### config.mk
export PLATFORM = sky130hd
export DESIGN_NAME = debounced_mode_button_gate
export DESIGN_NICKNAME = d
export VERILOG_FILES = /design/src/rtl/core/dmbg_pkg.sv /design/src/rtl/core/debounced_mode_button_gate.sv
export SDC_FILE = /design/constraint.sdc
export NUM_CORES = 1
export LEC_CHECK = 0
export ABC_AREA = 1
export CORE_MARGIN = 2
export CORE_UTILIZATION = 35
export DETAILED_ROUTE_END_ITERATION = 8
export DONT_BUFFER_PORTS = 1
export PLACE_DENSITY = 0.56
export SLEW_MARGIN = 15
export SYNTH_ARGS = -nofsm -noshare
export SYNTH_HDL_FRONTEND = slang
export SYNTH_SLANG_ARGS = --single-unit
### constraint.sdc
create_clock -name clk -period 4.6 [get_ports clk]
set_input_delay 0.92 -clock clk [delete_from_list [all_inputs] [get_ports clk]]
set_output_delay 0.92 -clock clk [all_outputs]
set_load 0.02 [all_outputs]
### src/rtl/core/dmbg_pkg.sv
// Shared types and constants of the debounced mode button gate.
// Field widths, operation codes and event verdict codes; no dependencies.
package dmbg_pkg;

  localparam int unsigned TickW  = 32;
  localparam int unsigned MaskW  = 3;
  localparam int unsigned IndexW = 3;
  localparam int unsigned CountW = 32;

  localparam logic [TickW-1:0] StableTicksReset = 32'd100;

  // Input beat operation, carried in tuser
  typedef enum logic [1:0] {
    OP_SAMPLE = 2'd0,
    OP_EVENT  = 2'd1,
    OP_INIT   = 2'd2,
    OP_NONE   = 2'd3
  } op_t;

  // Button event kinds; the unused code acts as an other event
  typedef enum logic [1:0] {
    EV_PRESS   = 2'd0,
    EV_RELEASE = 2'd1,
    EV_OTHER   = 2'd2,
    EV_SPARE   = 2'd3
  } event_kind_t;

  // Event verdicts
  typedef enum logic [1:0] {
    VERDICT_DROP   = 2'd0,
    VERDICT_NOTIFY = 2'd1,
    VERDICT_ACCEPT = 2'd2,
    VERDICT_UNUSED = 2'd3
  } verdict_t;

endpackage

### src/rtl/core/debounced_mode_button_gate.sv
// Debounced mode button gate: top level with the whole single-pass datapath.
// Depends on dmbg_pkg for field widths, operation and verdict codes.
//
// Usage
//   Input stream (s_axis_*): one beat per item. tuser carries the operation
//   (sample, button event, init). tdata carries the item fields.
//   Output stream (m_axis_*): exactly one result beat per input beat, in order.
//   Config channel (cfg_*): writes stable_ticks; always ready. Write it only
//   while no result is outstanding.
// Timing
//   The result is registered: a beat accepted at an edge shows its result at
//   the output from that edge. Throughput is one item per cycle while the
//   receiver keeps m_axis_tready high; the state update and the result are
//   computed in one pass of short logic into the state and output registers.
// Reset
//   rst (synchronous, active high) clears the gate state, opens the gate,
//   sets stable_ticks to 100 and empties the output register.
// Stall
//   The output register holds its beat while m_axis_tready is low; the
//   input stays ready as long as that register is empty or being drained
//   in the same cycle, so a stalled receiver stops intake after one beat.
module debounced_mode_button_gate
  import dmbg_pkg::*;
#(
  parameter int unsigned NUM_BUTTONS = 3
) (
  input  logic        clk,
  input  logic        rst,
  // Config write channel
  input  logic        cfg_valid,
  output logic        cfg_ready,
  input  logic [31:0] cfg_data,        // stable_ticks
  // Input stream
  input  logic        s_axis_tvalid,
  output logic        s_axis_tready,
  // [0] selector_high, [1] ignition_on, [4:2] held_mask, [36:5] timestamp,
  // [39:37] button_index, [41:40] event_kind, [47:42] zero
  input  logic [47:0] s_axis_tdata,
  input  logic [1:0]  s_axis_tuser,    // [1:0] op
  // Result stream
  output logic        m_axis_tvalid,
  input  logic        m_axis_tready,
  // [2:0] cancel_mask, [4:3] verdict, [5] input_allowed,
  // [37:6] blocked_count, [39:38] zero
  output logic [39:0] m_axis_tdata
);

  localparam int unsigned NB = NUM_BUTTONS;

  // Unpacked input fields
  logic              in_sel;
  logic              in_ign;
  logic [MaskW-1:0]  in_held;
  logic [TickW-1:0]  in_now;
  logic [IndexW-1:0] in_button;
  event_kind_t       in_kind;
  op_t               in_op;

  assign in_sel    = s_axis_tdata[0];
  assign in_ign    = s_axis_tdata[1];
  assign in_held   = s_axis_tdata[4:2];
  assign in_now    = s_axis_tdata[36:5];
  assign in_button = s_axis_tdata[39:37];
  assign in_kind   = event_kind_t'(s_axis_tdata[41:40]);
  assign in_op     = op_t'(s_axis_tuser);

  // State registers
  logic [TickW-1:0]  stable_ticks;
  logic              seeded;
  logic              candidate_level;
  logic              stable_level;
  logic [TickW-1:0]  change_time;
  logic              allowed_flag;
  logic [NB-1:0]     pressed_bits;
  logic [NB-1:0]     inhibited_bits;
  logic [NB-1:0]     accepted_bits;
  logic [CountW-1:0] blocked_cnt;

  logic              seeded_next;
  logic              candidate_level_next;
  logic              stable_level_next;
  logic [TickW-1:0]  change_time_next;
  logic              allowed_flag_next;
  logic [NB-1:0]     pressed_bits_next;
  logic [NB-1:0]     inhibited_bits_next;
  logic [NB-1:0]     accepted_bits_next;
  logic [CountW-1:0] blocked_cnt_next;

  logic [MaskW-1:0]  cancel_next;
  verdict_t          verdict_next;

  logic              in_fire;
  logic              out_fire;

  assign cfg_ready     = 1'b1;
  assign out_fire      = m_axis_tvalid && m_axis_tready;
  assign s_axis_tready = !m_axis_tvalid || m_axis_tready;
  assign in_fire       = s_axis_tvalid && s_axis_tready;

  // Width-adapted helpers
  logic [7:0]        held_wide;
  logic [NB-1:0]     held_nb;
  logic [7:0]        accepted_wide;
  logic [NB-1:0]     button_bit;
  logic              button_valid;
  logic [TickW-1:0]  elapsed;
  logic              cand_seed;
  logic [TickW-1:0]  time_seed;
  logic              stable_seed;
  logic              cand_upd;
  logic [TickW-1:0]  time_upd;
  logic              stable_upd;
  logic              allowed_upd;
  logic              release_ok;

  assign held_wide     = 8'(in_held);
  assign held_nb       = held_wide[NB-1:0];
  assign accepted_wide = 8'(accepted_bits);
  assign button_bit    = NB'(1) << in_button;
  assign button_valid  = {1'b0, in_button} < 4'(NB);

  // Debounce path: seed on the first sample, restart timer on a level change
  always_comb begin
    cand_seed   = seeded ? candidate_level : in_sel;
    stable_seed = seeded ? stable_level : in_sel;
    time_seed   = seeded ? change_time : in_now;
    cand_upd    = in_sel;
    time_upd    = (cand_seed != in_sel) ? in_now : time_seed;
    elapsed     = in_now - time_upd;
    stable_upd  = (elapsed >= stable_ticks) ? cand_upd : stable_seed;
    allowed_upd = !in_ign || stable_upd;
    release_ok  = |(accepted_bits & button_bit) && allowed_flag &&
                  !(|(inhibited_bits & button_bit));
  end

  // Next state and result for one item
  always_comb begin
    seeded_next          = seeded;
    candidate_level_next = candidate_level;
    stable_level_next    = stable_level;
    change_time_next     = change_time;
    allowed_flag_next    = allowed_flag;
    pressed_bits_next    = pressed_bits;
    inhibited_bits_next  = inhibited_bits;
    accepted_bits_next   = accepted_bits;
    blocked_cnt_next     = blocked_cnt;
    cancel_next          = '0;
    verdict_next         = VERDICT_DROP;

    unique case (in_op)
      OP_SAMPLE: begin
        seeded_next          = 1'b1;
        candidate_level_next = cand_upd;
        change_time_next     = time_upd;
        stable_level_next    = stable_upd;
        allowed_flag_next    = allowed_upd;
        if (!allowed_upd) begin
          cancel_next         = accepted_wide[MaskW-1:0];
          inhibited_bits_next = inhibited_bits | held_nb | pressed_bits;
          accepted_bits_next  = '0;
        end
      end
      OP_EVENT: begin
        if (button_valid) begin
          if (in_kind == EV_PRESS) begin
            if (!(|(pressed_bits & button_bit))) begin
              pressed_bits_next = pressed_bits | button_bit;
              if (!allowed_flag) begin
                inhibited_bits_next = inhibited_bits | button_bit;
                blocked_cnt_next    = blocked_cnt + CountW'(1);
                verdict_next        = VERDICT_NOTIFY;
              end else if (!(|(inhibited_bits & button_bit))) begin
                accepted_bits_next = accepted_bits | button_bit;
                verdict_next       = VERDICT_ACCEPT;
              end
            end
          end else begin
            if (release_ok) begin
              verdict_next = VERDICT_ACCEPT;
            end
            if (in_kind == EV_RELEASE) begin
              pressed_bits_next   = pressed_bits & ~button_bit;
              inhibited_bits_next = inhibited_bits & ~button_bit;
              accepted_bits_next  = accepted_bits & ~button_bit;
            end
          end
        end
      end
      OP_INIT: begin
        seeded_next          = 1'b0;
        candidate_level_next = 1'b0;
        stable_level_next    = 1'b0;
        change_time_next     = '0;
        allowed_flag_next    = 1'b1;
        pressed_bits_next    = held_nb;
        inhibited_bits_next  = held_nb;
        accepted_bits_next   = '0;
        blocked_cnt_next     = '0;
      end
      OP_NONE: begin
      end
      default: begin
      end
    endcase
  end

  // Hold state; advance on an accepted beat; take config writes
  always_ff @(posedge clk) begin
    if (rst) begin
      stable_ticks    <= StableTicksReset;
      seeded          <= 1'b0;
      candidate_level <= 1'b0;
      stable_level    <= 1'b0;
      change_time     <= '0;
      allowed_flag    <= 1'b1;
      pressed_bits    <= '0;
      inhibited_bits  <= '0;
      accepted_bits   <= '0;
      blocked_cnt     <= '0;
    end else begin
      if (cfg_valid && cfg_ready) begin
        stable_ticks <= cfg_data;
      end
      if (in_fire) begin
        seeded          <= seeded_next;
        candidate_level <= candidate_level_next;
        stable_level    <= stable_level_next;
        change_time     <= change_time_next;
        allowed_flag    <= allowed_flag_next;
        pressed_bits    <= pressed_bits_next;
        inhibited_bits  <= inhibited_bits_next;
        accepted_bits   <= accepted_bits_next;
        blocked_cnt     <= blocked_cnt_next;
      end
    end
  end

  // Output register: load on accept, drop valid when drained
  always_ff @(posedge clk) begin
    if (rst) begin
      m_axis_tvalid <= 1'b0;
    end else if (in_fire) begin
      m_axis_tvalid <= 1'b1;
    end else if (out_fire) begin
      m_axis_tvalid <= 1'b0;
    end
  end

  always_ff @(posedge clk) begin
    if (in_fire) begin
      m_axis_tdata <= {2'b00, blocked_cnt_next, allowed_flag_next,
                       verdict_next, cancel_next};
    end
  end

`ifndef SYNTHESIS
  // An accepted button is never also inhibited
  a_acc_not_inhibited: assert property (@(posedge clk) disable iff (rst)
    (accepted_bits & inhibited_bits) == '0)
    else $error("accepted button is also inhibited");

  // An accepted button is always pressed
  a_acc_pressed: assert property (@(posedge clk) disable iff (rst)
    (accepted_bits & ~pressed_bits) == '0)
    else $error("accepted button is not pressed");

  // A closed gate leaves no accepted buttons
  a_closed_no_acc: assert property (@(posedge clk) disable iff (rst)
    !allowed_flag |-> accepted_bits == '0)
    else $error("accepted buttons while gate closed");

  // Blocked count holds, steps by one, or clears on init
  a_count_step: assert property (@(posedge clk) disable iff (rst)
    1'b1 |=> (blocked_cnt == $past(blocked_cnt) ||
              blocked_cnt == $past(blocked_cnt) + CountW'(1) ||
              blocked_cnt == '0))
    else $error("blocked count jumped");
`endif

endmodule

==> out/results.txt <==
outcome: finished with violations
failing checks: setup timing
GR Util met1: 22.2%
Global Route Usage Sum: 18.5%
reg2reg setup slack: 100 ps
nets: 1607
Die H: 170 um
Final setup viols: 9
max-cap violations: 0
clk slew on worst S/H paths: 70 ps
complex-gate fraction of the synthesized area: 18.3%
crit path launch: s_axis_tdata[0]
routed len/inst: 14.8 um
CTS max path bufs: 2
first-pass GRT wire length: 42.5 mm
Slew headroom: 35.2%
Final Cell Area: 0.0123 mm^2
gpl congestion: 0.870
pre-CTS setup slack: -830 ps
Starting DRT DRC Count: 431
multiplexer share of the synthesized area: 0.833%
Vias/cell: 4.92
CP peak stage delay: 270 ps
# IOs: 130
Inserted Diodes: 0
grt peak-use layer: met2
grt ovf: 0
ys flop type: dfxtp_1
largest net degree at the start of global routing: 58
Yosys cell types: 50
Synth area leaders: dfxtp_1 23%, edfxtp_1 12%, nand2_1 11%
WS Path Type: in -> reg
clock root cell: clkbuf_16
fin crit period: 4680 ps
largest family of logic cells by synthesized area: simple AND/OR/NAND/NOR gates
Final Hold Violating Endpoints: 0
XOR/XNOR Fraction of Synth Area: 2.64%
Seq/Total Area, Yosys: 34.8%
CTS Buf Count: 17
DRT antenna net count: 0
die area: 0.0288 mm^2
CP Max Fanout: 6
worst min-delay path category: reg -> reg
Tightest Pin Transition: 972 ps
antenna violations before repair: 0
Worst R2R Start: candidate_level
Slew Viols, Final: 0
met3 GRT Util: 4.06%
Max Freq: 214 MHz
Post-synth EDFFs: 38
Most common cell on crit path: nand2_1
Arrival @ worst endpoint: 5030 ps
vias in the first global route: 8537
clk sinks: 148
most frequent cells in the layout: 250 x nand2_1, 177 x inv_1, 135 x buf_4
num rows: 60
Pleak: 5.48 nW
Area Overhead vs Synth: 27.7%
Hold-fix buffers, CTS: 0
Core ar.: 0.0270 mm^2
worst r2r dst: inhibited_bits[2]
CP Launch Type: primary input
Synth async-reset ratio: 0%
post-synth top area share: 22.9%
Adder-Cell Fraction of Synth Area: 9.06%
layout cells sized above 1: 24.3%
Critical Path End: inhibited_bits[2]
post-route clock period utilization: 102%
hold path startpoint: change_time[9]
H-tree levels: 4
Crit path required time: 4960 ps
worst vdd ir: 0.174 mV
Chip Width: 170 um
drt drc: 0
#FFs+latches synth: 148
Synth Area in Simple Gates: 24.4%
syn_area_per_cell: 7.23 um^2
Mapped Cells: 1330
Setup crit end kind: register
most common cell after layout, fill and taps aside: nand2_1
Reg2Reg Depth: 32
slowest cell on the critical path: or2_2
met2 global-route usage: 32.7%
TritonCTS clock tree: built
DRT Pass-1 Iters: 5
Total Routed Length: 26.8 mm
Synth warnings: 0
Max Clock Skew: 16.3 ps
# port buffers: 0
Initial Utilization: 35.7%
PnR worst setup slack: -77.8 ps
Power Density: 336 mW/mm^2
Vias: 8885
# fillers: 2668
Yosys top cell by area: dfxtp_1
Post-Syn Area: 0.00961 mm^2
detailed placer's ending HPWL: 19.3 mm
worst skew pair latency: 430 ps
RSZ-0062 raised after global routing: yes
Post-DP Area: 0.0109 mm^2
==> synth_stat cells (2+ instances only) <==
master / count
clkbuf_1: 35
mux2i_1: 8
buf_2: 2
ha_1: 68
conb_1: 2
dfxtp_1: 110
nand3b_1: 6
nand4_1: 21
nor3_4: 2
nor4_1: 7
o211ai_1: 6
nand2_2: 4
nand2_1: 271
nand2_4: 5
a31oi_1: 7
nor2_2: 6
xnor2_1: 9
xor2_1: 20
a21oi_1: 152
inv_1: 191
o21bai_1: 3
o221ai_1: 2
o21ai_0: 91
inv_4: 2
nor2_1: 84
nand3_1: 46
buf_4: 4
nor2_4: 3
or2_2: 26
a211oi_1: 2
edfxtp_1: 38
nor3_2: 2
a2bb2oi_1: 10
buf_1: 3
nand3_2: 6
inv_2: 8
nor3_1: 22
o21a_1: 23
a21o_1: 7
o21ai_1: 4
a21oi_2: 3
==> repair_timing <==
item | 4_1_cts | 5_1_grt
resized for setup | 65 | 72
buffers inserted | 11 | 5
gates cloned | 2 | 0
setup endpoints to repair | 12 | 12
pin swaps | 48 | 42
==> final cells by class <==
cell class | count | area (um^2) | share of cell area [%]
clock inverters | 11 | 153 | 1.24
well taps | 341 | 427 | 3.48
repair buffers | 144 | 1140 | 9.26
flip-flops and latches | 148 | 3340 | 27.2
inverters | 202 | 778 | 6.34
multi-input cells | 936 | 5970 | 48.6
clock buffers | 21 | 450 | 3.67
repair inverters | 2 | 20.0 | 0.163
==> metal layers <==
metal	part of all wire [%]	wire length, um	vias up
li1	-	-	4629
met1	44	11900	4046
met3	4.5	1220	43
met4	2.2	596	0
met5	0	0	-
met2	49	13100	167
==> registers in the layout, indices dropped and copies added, names as in the netlist, named ones only <==
register	flops
blocked_cnt	32
stable_ticks	32
change_time	32
accepted_bits	3
stable_level	1
seeded	1
m_axis_tdata	38
inhibited_bits	3
allowed_flag	1
candidate_level	1
m_axis_tvalid	1
==> stage by stage <==
stage          TNS (ps)  utilization, %  power (mW)  hold WS, ps  std cells
2_1_floorplan         0               -        2.18          435       1331
3_3_place_gp      -8480            40.6        2.51          447       1755
6_report           -370            45.5        4.13          461       1805
5_1_grt           -3620            45.5        4.35          472       1805
4_1_cts            -324            44.2        4.07          461       1800
3_5_place_dp      -8960            40.6        2.53          450       1755
==> power breakdown <==
group	internal [mW]	leakage, nW	switching, mW
registers	1.41	1.29	0.0666
logic	0.551	3.91	0.643
clock network	0.872	0.284	0.581
total	2.84	5.48	1.29
==> cell families after synthesis <==
logic type | count (synthesis)
other | 2
xor gates and xnor gates | 29
and+or+nand+nor | 512
adders and majority gates | 69
buffers and inverters | 247
AOI/OAI and AO/OA | 315
DFF | 148
muxes | 8
==> critical path: cells and delay by family <==
| kind | cells | cell delay [ps] |
|---|---|---|
| simple gates | 16 | 2030 |
| compound gates | 4 | 580 |
| xor+xnor | 1 | 160 |
| buf+inv | 10 | 830 |
| fa+ha+maj | 2 | 520 |
==> how the worst min path moves through the flow <==
stage	end	slack, ps	cells after the start
2_1_floorplan	stable_ticks[31]	440	2
3_3_place_gp	change_time[12]	450	2
3_5_place_dp	change_time[9]	450	2
4_1_cts	change_time[14]	460	2
5_1_grt	change_time[14]	470	2
6_report	change_time[9]	460	2
Note: power is estimated with default switching activity, not from simulation.
